==> src/sv/kmpsm_pkg.sv <==
package kmpsm_pkg;

  localparam int MaxPatternDef = 64;
  localparam int IndexBitsDef  = 32;
  localparam int SymW          = 8;
  localparam int MatchStartW   = 32;
  localparam int OpW           = 2;

  typedef enum logic [OpW-1:0] {
    OP_APPEND = 2'd0,
    OP_TEXT   = 2'd1,
    OP_CLEAR  = 2'd2,
    OP_NOP    = 2'd3
  } op_e;

  typedef struct packed {
    logic            append;
    logic            text;
    logic            clear;
    logic [SymW-1:0] symbol;
  } cell_ctrl_t;

endpackage

==> src/sv/kmp_stream_matcher_top.sv <==
// Streaming pattern matcher with the results of Knuth-Morris-Pratt search, built as a row of
// MAX_PATTERN cells, one per pattern byte. Each cell holds its byte and a bit that says the
// pattern prefix ending at that cell is a suffix of the text seen so far; on a text byte the
// bits move one cell down the row, gated by the byte compare, so overlapping occurrences are
// found and a completed occurrence falls back to its longest border. Op 0 appends a pattern
// byte (status 1 if the row is full and the byte is dropped), op 1 streams a text byte and
// reports match with the start index (modulo 2^INDEX_BITS, low 32 bits shown; 0 without a
// match), op 2 clears pattern and text index, op 3 is a no-op. Every item gives exactly one
// result, in the cycle after its transfer. The whole row updates in the cycle of the transfer,
// so one item is taken per clock while no held result is stalled; the output register holds
// one result, a new item is taken in the same cycle the held result leaves, and in_stall_o is
// high only while a held result is stalled.
module kmp_stream_matcher_top
  import kmpsm_pkg::*;
#(
  parameter int MAX_PATTERN = MaxPatternDef,
  parameter int INDEX_BITS  = IndexBitsDef
) (
  input  logic                   clk_i,
  input  logic                   rst_ni,
  input  logic                   in_valid_i,
  output logic                   in_stall_o,
  input  logic [OpW-1:0]         op_i,
  input  logic [SymW-1:0]        symbol_i,
  output logic                   out_valid_o,
  input  logic                   out_stall_i,
  output logic                   match_o,
  output logic [MatchStartW-1:0] match_start_o,
  output logic                   status_o
);

  localparam int LenW = $clog2(MAX_PATTERN + 1);

  logic                   in_xfer;
  logic                   out_xfer;
  cell_ctrl_t             ctrl;
  logic [MAX_PATTERN-1:0] valid_v, hit_v, full_hit_v;
  logic [MAX_PATTERN:0]   valid_up, hit_up, valid_dn;
  logic [MAX_PATTERN-1:0] prev_valid_v, prev_hit_v, next_valid_v;
  logic                   store_full;

  logic [LenW-1:0]        len_q, len_d;
  logic [INDEX_BITS-1:0]  idx_q, idx_d;
  logic [INDEX_BITS-1:0]  start;
  logic [63:0]            start_ext;

  logic                   out_valid_q, out_valid_d;
  logic                   match_q, match_d;
  logic [MatchStartW-1:0] start_q, start_d;
  logic                   status_q, status_d;

  assign in_stall_o = out_valid_q && out_stall_i;
  assign in_xfer    = in_valid_i && !in_stall_o;
  assign out_xfer   = out_valid_q && !out_stall_i;

  assign ctrl.append = in_xfer && (op_i == OP_APPEND);
  assign ctrl.text   = in_xfer && (op_i == OP_TEXT);
  assign ctrl.clear  = in_xfer && (op_i == OP_CLEAR);
  assign ctrl.symbol = symbol_i;

  assign valid_up     = {valid_v, 1'b1};
  assign hit_up       = {hit_v, 1'b1};
  assign valid_dn     = {1'b0, valid_v};
  assign prev_valid_v = valid_up[MAX_PATTERN-1:0];
  assign prev_hit_v   = hit_up[MAX_PATTERN-1:0];
  assign next_valid_v = valid_dn[MAX_PATTERN:1];
  assign store_full   = valid_v[MAX_PATTERN-1];

  for (genvar g = 0; g < MAX_PATTERN; g++) begin : g_cell
    kmpsm_cell u_cell (
      .clk_i        (clk_i),
      .rst_ni       (rst_ni),
      .ctrl_i       (ctrl),
      .prev_valid_i (prev_valid_v[g]),
      .prev_hit_i   (prev_hit_v[g]),
      .next_valid_i (next_valid_v[g]),
      .valid_o      (valid_v[g]),
      .hit_o        (hit_v[g]),
      .full_hit_o   (full_hit_v[g])
    );
  end

  assign start     = idx_q - INDEX_BITS'(len_q) + INDEX_BITS'(1);
  assign start_ext = 64'(start);

  always_comb begin
    len_d = len_q;
    idx_d = idx_q;
    if (ctrl.clear) begin
      len_d = '0;
      idx_d = '0;
    end else if (ctrl.append && !store_full) begin
      len_d = len_q + LenW'(1);
    end else if (ctrl.text) begin
      idx_d = idx_q + INDEX_BITS'(1);
    end
  end

  always_comb begin
    out_valid_d = out_valid_q;
    match_d     = match_q;
    start_d     = start_q;
    status_d    = status_q;
    if (in_xfer) begin
      out_valid_d = 1'b1;
      match_d     = |full_hit_v;
      start_d     = (|full_hit_v) ? start_ext[MatchStartW-1:0] : '0;
      status_d    = ctrl.append && store_full;
    end else if (out_xfer) begin
      out_valid_d = 1'b0;
    end
  end

  always_ff @(posedge clk_i or negedge rst_ni) begin
    if (!rst_ni) begin
      len_q       <= '0;
      idx_q       <= '0;
      out_valid_q <= 1'b0;
    end else begin
      len_q       <= len_d;
      idx_q       <= idx_d;
      out_valid_q <= out_valid_d;
    end
  end

  always_ff @(posedge clk_i) begin
    match_q  <= match_d;
    start_q  <= start_d;
    status_q <= status_d;
  end

  assign out_valid_o   = out_valid_q;
  assign match_o       = match_q;
  assign match_start_o = start_q;
  assign status_o      = status_q;

`ifndef SYNTHESIS
  a_len_tracks_cells: assert property (@(posedge clk_i) disable iff (!rst_ni)
    $countones(valid_v) == int'(len_q))
    else $error("pattern length disagrees with loaded cells");

  a_clear_empties: assert property (@(posedge clk_i) disable iff (!rst_ni)
    ctrl.clear |=> (len_q == '0) && (idx_q == '0) && (hit_v == '0))
    else $error("clear left pattern or match state behind");

  a_match_excl_status: assert property (@(posedge clk_i) disable iff (!rst_ni)
    out_valid_o |-> !(match_o && status_o))
    else $error("match and drop status in one result");

  a_no_match_zero_start: assert property (@(posedge clk_i) disable iff (!rst_ni)
    out_valid_o && !match_o |-> match_start_o == '0)
    else $error("start index set without a match");
`endif

endmodule

==> src/sv/kmpsm_cell.sv <==
module kmpsm_cell
  import kmpsm_pkg::*;
(
  input  logic       clk_i,
  input  logic       rst_ni,
  input  cell_ctrl_t ctrl_i,
  input  logic       prev_valid_i,
  input  logic       prev_hit_i,
  input  logic       next_valid_i,
  output logic       valid_o,
  output logic       hit_o,
  output logic       full_hit_o
);

  logic            valid_q, valid_d;
  logic            hit_q, hit_d;
  logic [SymW-1:0] byte_q;
  logic            load;
  logic            last;
  logic            hit_new;

  assign load    = ctrl_i.append && prev_valid_i && !valid_q;
  assign last    = valid_q && !next_valid_i;
  assign hit_new = prev_hit_i && valid_q && (byte_q == ctrl_i.symbol);

  always_comb begin
    valid_d = valid_q;
    hit_d   = hit_q;
    if (ctrl_i.clear) begin
      valid_d = 1'b0;
      hit_d   = 1'b0;
    end else if (load) begin
      valid_d = 1'b1;
    end else if (ctrl_i.text) begin
      // a completed occurrence drops back to the next shorter border
      hit_d = hit_new && !last;
    end
  end

  always_ff @(posedge clk_i or negedge rst_ni) begin
    if (!rst_ni) begin
      valid_q <= 1'b0;
      hit_q   <= 1'b0;
    end else begin
      valid_q <= valid_d;
      hit_q   <= hit_d;
    end
  end

  always_ff @(posedge clk_i) begin
    if (load) begin
      byte_q <= ctrl_i.symbol;
    end
  end

  assign valid_o    = valid_q;
  assign hit_o      = hit_q;
  assign full_hit_o = ctrl_i.text && hit_new && last;

endmodule
==> config.mk <==
export PLATFORM = sky130hd
export DESIGN_NAME = kmp_stream_matcher_top
export DESIGN_NICKNAME = d
export VERILOG_FILES = /design/src/sv/kmpsm_pkg.sv /design/src/sv/kmp_stream_matcher_top.sv /design/src/sv/kmpsm_cell.sv
export SDC_FILE = /design/constraint.sdc
export NUM_CORES = 1
export LEC_CHECK = 0
export BUFFER_PORTS_ARGS = -buffer_cell sky130_fd_sc_hd__buf_2
export CAP_MARGIN = 15
export CORE_MARGIN = 10
export CORE_UTILIZATION = 25
export DETAILED_ROUTE_END_ITERATION = 8
export GPL_ROUTABILITY_DRIVEN = 1
export SKIP_CTS_REPAIR_TIMING = 1
export SYNTH_ARGS = -nofsm -noshare
export SYNTH_HDL_FRONTEND = slang
export SYNTH_HIERARCHICAL = 1
export SYNTH_SLANG_ARGS = --single-unit
export TNS_END_PERCENT = 1
==> constraint.sdc <==
create_clock -name clk_i -period 11.2 [get_ports clk_i]
set_input_delay 1.68 -clock clk_i [delete_from_list [all_inputs] [get_ports clk_i]]
set_output_delay 1.68 -clock clk_i [all_outputs]
set_load 0.01 [all_outputs]
* After elaboration in Yosys (flattened, before gate mapping)
Cells that the tools add are included.
Storage, ports and cells: bits in registers 713, latch bits 0, RAM bits 0, ROM bits 0, input port bits 14, output and inout port bits 36, word-level logic and storage cells 1433, memories kept 0
Operators by class: add/sub/neg operators 4, $mul 0, divide/modulo/power cells 0, order comparisons 0, eq/ne operators 130, shift operators 0, muxes and demuxes 324, bitwise operators 0, reductions and logical operators 778
Operators by type and width (number):
- logical AND 1 bit | 516
- equality test 8 bit | 64
- 2-to-1 mux 1 bit | 319
- nonzero test 2 bit | 67
- zero test 1 bit | 129
- != test 2 bit, second input constant | 64
- AND reduction 2 bit | 64
- 2-to-1 mux 32 bit | 3
- adder 32 x 1 -> 32 bit, second input constant | 2
- OR reduction 64 bit | 1
- subtractor 32 x 7 -> 32 bit | 1
- 2-to-1 mux 7 bit | 2
- adder 7 x 1 -> 7 bit, second input constant | 1
- equality test 2 x 1 -> 1 bit, second input constant | 1
- equality test 2 bit, second input constant | 1
- zero test 2 bit | 1

* Logic depth before layout (Yosys ltp)
Gate-level depths: netlist (run 1).
word-level depth 8, depth in mapped cells 14, depth with buffers taken out 13

* Hierarchy
The synthesis (run 1) kept the hierarchy.
By module, submodules not included:
- kmpsm_cell | times used 64, cells an instance 32, area an instance 449.2 um^2, sequential area each 290.3 um^2
- kmp_stream_matcher_top | times used 1, cells an instance 608, area an instance 5509.0 um^2, sequential area each 2021.9 um^2

* Least setup slack after synthesis (run 1)
No wires, ideal clock.
path type input-to-reg, from input port out_stall_i, to register g_cell[0].u_cell.hit_q, setup time 0.133 ns, arrival time 8.081 ns, data required time 11.067 ns, slack 2.986 ns, stages 6, path buffers 0, cells stage by stage nand2_1 -> nand2_1 -> nor3_1 -> and3b_1 -> a211o_1 -> o41ai_2
RTL lines:
- from (decl) | line kmp_stream_matcher_top.sv:26 | input logic out_stall_i,
- to (signal assigned) | line kmpsm_cell.sv:46 | hit_q <= hit_d;
- to (decl) | line kmpsm_cell.sv:16 | logic hit_q, hit_d;

* Final worst setup path (run 1)
from input port out_stall_i, to register start_q[31] (netlist: match_start_o[31]) (data pin)
Between the ends: longest elaborated chain between the ends 7, elaborated cells between the ends (all ways) 133, those cells by class reduce/logical: 133
Ends and longest elaborated chain:
- logical AND 1 bit | line kmp_stream_matcher_top.sv:52 | assign in_stall_o = out_valid_q && out_stall_i;
- zero test 1 bit | line kmp_stream_matcher_top.sv:53 | assign in_xfer = in_valid_i && !in_stall_o;
- logical AND 1 bit | line kmp_stream_matcher_top.sv:53
- named net in_xfer | line kmp_stream_matcher_top.sv:34 | logic in_xfer;
- logical AND 1 bit | line kmp_stream_matcher_top.sv:57 | assign ctrl.text = in_xfer && (op_i == OP_TEXT);
- logical AND 1 bit (2 in a row) | line kmpsm_cell.sv:58 | assign full_hit_o = ctrl_i.text && hit_new && last;
- named net full_hit_v[21] | line kmp_stream_matcher_top.sv:37 | logic [MAX_PATTERN-1:0] valid_v, hit_v, full_hit_v;
- OR reduction 64 bit | line kmp_stream_matcher_top.sv:107 | start_d = (|full_hit_v) ? start_ext[MatchStartW-1:0] : '0;
- to (signal assigned) | line kmp_stream_matcher_top.sv:128 | start_q <= start_d;
- to (decl) | line kmp_stream_matcher_top.sv:49 | logic [MatchStartW-1:0] start_q, start_d;
The timed path passes the listed nets, and every way through them passes these cells. A chain may end at the register's enable or synchronous reset.

==> results of run 1 <==
==> metal layers <==
metal	vias up	GRT usage (%)	wire [um]	part of all wire, %
met5	-	0	0	0
met1	10410	13.47	35790	50
met2	373	14.31	31630	44
met3	107	1.935	3237	4.5
li1	10040	-	-	-
met4	0	2.492	1554	2.2
==> power breakdown <==
group	switching [uW]	internal, uW
Combinational	295	193
Sequential	19.7	2870
Clock	1060	1420
Total	1380	4480
==> stage by stage <==
stage	worst slack (ps)	cell area, sq um
3_5_place_dp	4798	36870
4_1_cts	5479	39300
6_report	5494	39310
2_1_floorplan	2986	34200
3_3_place_gp	4784	36870
5_1_grt	5288	39310
==> layout make-up <==
class	count	area share, %
Sequential cell	713	52.34
Multi-Input combinational cell	1745	32.79
Tap cell	1781	5.669
Clock buffer	100	5.137
Inverter	175	1.696
Timing Repair Buffer	78	1.315
Clock inverter	36	1.050
Antenna cell	1	0.006366
==> flip-flops by register name, summed over array words and instances, names as in the netlist <==
signal	count
g_cell.u_cell/byte_q	512
g_cell.u_cell/valid_o	64
g_cell.u_cell/hit_o	63
idx_q	32
match_start_o	32
len_q	7
match_o	1
out_valid_o	1
status_o	1
==> path summary, 6_finish.rpt <==
| kind | start | endpoint | depth (start not counted) |
|---|---|---|---|
| max | out_stall_i | match_start_o[31] | 17 |
| min reg2reg | idx_q[31] | idx_q[31] | 1 |
| max in group asynchronous | rst_ni | g_cell[32].u_cell/hit_o | 2 |
| min in group asynchronous | rst_ni | out_valid_o | 1 |
| max reg2reg | out_valid_o | match_start_o[31] | 16 |
| min | idx_q[31] | idx_q[31] | 1 |
==> flow_metrics.env, run 1 <==
export IMPL_grtUsageTotal_pct=9.402
export IMPL_power_density_nw_per_um2=149.0
export IMPL_worst_path_buf_inv=7
export IMPL_multiInputGateArea_sq_um=12890
export IMPL_placed_cells=4491
export IMPL_cp_arrival_ps=6090
export IMPL_grt_pass1_wl_um=117700
export IMPL_dieArea_sq_um=152000
export IMPL_fin_cells=4629
export IMPL_cts_path_max_buffers=3
export IMPL_p_leak_uw=0.01389
export IMPL_fmax_mhz=175.3
export IMPL_nets=2863
export IMPL_period_needed_ps=5706
export IMPL_worst_hold_path_type="flip-flop to flip-flop"
export IMPL_crit_path_frequent_cell="buf_4"
export IMPL_rows=135
export IMPL_cts_inserted_buffers=73
export IMPL_wl_per_cell_um=15.60
export IMPL_cts_root_buffer="clkbuf_16"
export IMPL_total_power_uw=5857
export IMPL_io_pins=50
export IMPL_layout_commonest_cell="edfxtp_1"
export IMPL_syn_avg_cell_area_sq_um=12.90
export IMPL_tightestPinTransition_ps=962.3
export IMPL_period_share_pct=50.94
export IMPL_skew_ps=34.38
export IMPL_drive_gt1_share_pct=9.449
export IMPL_wirelength_um=72210
export IMPL_status="complete, no violations"
export IMPL_die_w_um=389.8
export IMPL_grt_setup_unrepaired="false"
export IMPL_fill_cells=13730
export IMPL_crit_fanout=66
export IMPL_grt_pass1_vias=20860
export IMPL_vias=20930
export IMPL_syn_inst=2650
export IMPL_drcViolationCount=0
export IMPL_final_util_pct=28.98
export IMPL_cts_tree="built"
export IMPL_critical_path_max_stage_delay_ps=740
export IMPL_worstSetupPathType="primary input to flip-flop"
export IMPL_firstDrtPassIters=5
export IMPL_ff2ff_setup_slack_ps=6290
export IMPL_worst_path_max_delay_cell="nor4_1"
export IMPL_cts_htree_levels=3
export IMPL_clock_latency_ps=660
export IMPL_mostFrequentLayoutCells="546 x edfxtp_1, 535 x xnor2_1, 173 x inv_1"
export IMPL_slew_headroom_pct=35.26
export IMPL_dp_hpwl_um=42890
export IMPL_path_delay_family="simple AND/OR/NAND/NOR gates"
export IMPL_drv_slew=0
export IMPL_crit_chain="buf_2, nand2_1, nand2_1, inv_1, buf_4, nand3b_1, buf_4, inv_6, buf_4, nand4_1, nor4_1, nor4_1, nand4_1, nor4_4, buf_4, nor2b_1, mux2_1"
export IMPL_cp_end_kind="flip-flop"
export IMPL_start_util_pct=25.21
export IMPL_yosys_warnings=6
export IMPL_setup_violations=0
export IMPL_crit_path_start_kind="primary input"
export IMPL_overflow=0
export IMPL_irDropWorstVdd_uv=116.4
export IMPL_grt_max_degree=80
export IMPL_synthToLayoutAreaGrowth_pct=14.97
export IMPL_cp_required_ps=11590
export IMPL_via_per_inst=4.520
export IMPL_drv_cap=0
export IMPL_final_antenna_net_count=0
export IMPL_portBuffers=49
export IMPL_clock_sinks=713
export IMPL_hold_ws_ps=524.4
export IMPL_die_h_um=389.8
export IMPL_antenna_found_initial=0
export IMPL_regArea_sq_um=20570
export IMPL_final_setup_tns_ps=0
export IMPL_gp_congestion=0.7666
export IMPL_syn_area_sq_um=34190
export IMPL_clk_pin_slew_worst_paths_ps=60
export IMPL_drt_iter0_drc=1425
export IMPL_hold_viol=0
export IMPL_core_sq_um=135600
Power figures use the tool's default switching activity.
==> inputs of run 2 (changes only) <==
- clock period: 11.2 -> 5.88 ns (I/O delays scaled with it)
==> run 2 against run 1 <==
Against the previous run:
- wire length grew 1.0%
- final area up 2.0%
- non-clock buffer count up 49
- worst hold slack worse by 360 ps
- setup slack got worse by 4100 ps
- clock skew is 9.1 ps higher
- total power increased by 97%
- clock power rose by 100%
- flip-flop and latch count stayed put
- global-route usage up 0.099 points
- register-to-register slack lost 4900 ps
- combinational power up 99%
- largest power group unchanged
- highest routed layer unchanged
==> flow_metrics.env, run 2 (synthesis gave the netlist of run 1 again) <==
export IMPL_status="complete, no violations"
export IMPL_clock_sinks=713
export IMPL_final_util_pct=29.55
export IMPL_grtUsageTotal_pct=9.502
export IMPL_cp_end_kind="flip-flop"
export IMPL_grt_pass1_wl_um=118900
export IMPL_largest_reg_flops=512
export IMPL_layout_commonest_cell="edfxtp_1"
export IMPL_via_per_inst=4.457
export IMPL_die_h_um=389.8
export IMPL_cts_path_max_buffers=3
export IMPL_postLayoutSetupSlackWorst_ps=1358
export IMPL_worst_hold_path_type="primary input to async pin"
export IMPL_setup_violations=0
export IMPL_vias=20870
export IMPL_power_density_nw_per_um2=287.9
export IMPL_start_util_pct=25.21
export IMPL_nets=2914
export IMPL_cts_tree="built"
export IMPL_cp_arrival_ps=4910
export IMPL_p_comb_share_pct=8.4
export IMPL_overflow=0
export IMPL_core_sq_um=135600
export IMPL_drive_gt1_share_pct=11.38
export IMPL_final_setup_tns_ps=0
export IMPL_drt_iter0_drc=1307
export IMPL_cp_required_ps=6270
export IMPL_slew_headroom_pct=30.75
export IMPL_rows=135
export IMPL_io_pins=50
export IMPL_p_leak_uw=0.01429
export IMPL_gp_congestion=0.7723
export IMPL_hold_viol=0
export IMPL_fmax_mhz=221.1
export IMPL_die_w_um=389.8
export IMPL_grt_max_degree=128
export IMPL_p_sw_share_pct=23.29
export IMPL_pwr_share_seq_pct=47.7
export IMPL_mostFrequentLayoutCells="546 x edfxtp_1, 535 x xnor2_1, 173 x inv_1"
export IMPL_grt_pass1_vias=21090
export IMPL_hold_ws_ps=166.1
export IMPL_drv_cap=0
export IMPL_worstSetupPathType="flip-flop to flip-flop"
export IMPL_cts_inserted_buffers=75
export IMPL_post_place_ws_ps=736.1
export IMPL_drcViolationCount=0
export IMPL_crit_path_start_kind="flip-flop"
export IMPL_synthToLayoutAreaGrowth_pct=17.22
export IMPL_power_internal_uw=8850
export IMPL_final_antenna_net_count=0
export IMPL_period_share_pct=76.91
export IMPL_period_needed_ps=4522
export IMPL_wirelength_um=72950
export IMPL_skew_ps=43.51
export IMPL_clk_pin_slew_worst_paths_ps=60
export IMPL_cts_htree_levels=3
export IMPL_dp_hpwl_um=45700
export IMPL_irDropWorstVdd_uv=220.2
export IMPL_wl_per_cell_um=15.58
export IMPL_firstDrtPassIters=4
export IMPL_grt_setup_unrepaired="false"
export IMPL_drv_slew=0
export IMPL_clkPwrFrac_pct=43.9
export IMPL_net_switching_power_uw=2688
export IMPL_crit_fanout=61
export IMPL_antenna_found_initial=0
export IMPL_cts_root_buffer="clkbuf_16"
export IMPL_portBuffers=49
export IMPL_top_register="g_cell.u_cell/byte_q"
export IMPL_fill_cells=13670
export IMPL_dieArea_sq_um=152000
export IMPL_tightestPinTransition_ps=1029
export IMPL_clock_latency_ps=680
## run 2: worst paths after layout
check	start	end	slack, ps	depth (start not counted)
setup / recovery	out_valid_o	match_start_o[31]	1360	14
hold / removal	rst_ni	out_valid_o	170	1
setup reg to reg	out_valid_o	match_start_o[31]	1360	14
hold reg to reg	idx_q[31]	idx_q[31]	510	1
max in group asynchronous	rst_ni	g_cell[7].u_cell/hit_o	4570	2
min in group clk_i	in_valid_i	out_valid_o	460	2
## run 2: routing by layer
layer  track usage (%)  wire (um)  up-vias
li1                  -          -    10150
met1             13.34      35950    10300
met2             14.70      32500      312
met3             1.990       2853      105
met4             2.650       1647        0
met5                 0          0        -
## run 2: area by class of cell
class                   instances  area, sq um  share of cell area (%)
inverters                     175        666.9                   1.664
flip-flops and latches        713        20570                   51.33
clock buffers                 100         2092                   5.220
diodes                          1        2.502                0.006244
repair buffers                127         1052                   2.625
clock inverters                40        568.0                   1.417
well taps                    1781         2228                   5.560
multi-input cells            1745        12890                   32.17
## run 2: stage by stage
| stage | instance area [sq um] | std cells | total power (uW) |
|---|---|---|---|
| after detailed placement | 37420 | 4541 | 6593 |
| after floorplan | 34200 | 2652 | 6213 |
| final | 40080 | 4682 | 11540 |
| after global placement | 37420 | 4541 | 6585 |
| after global routing | 40080 | 4681 | 11990 |
| after CTS | 40080 | 4681 | 11710 |
## run 2: power groups by stage
stage | clock network (uW) | logic, uW | registers (uW)
5_1_grt | 5410 | 1080 | 5500
6_report | 5060 | 972 | 5500
4_1_cts | 5210 | 991 | 5500
2_1_floorplan | 0 | 609 | 5600
3_5_place_dp | 0 | 987 | 5610
3_3_place_gp | 0 | 980 | 5600
## run 2: critical path, stage by stage, from the launching register on
cell and delay (ps):
dfrtp_1 340, nand2_1 90, nand2_1 180, inv_1 80, nand3b_1 250, inv_6 250, buf_4 310, nand4_1 160
nor4_1 60, nor4_1 750, nand4_1 450, nor4_4 460, buf_4 420, nor2b_1 80, mux2_1 300
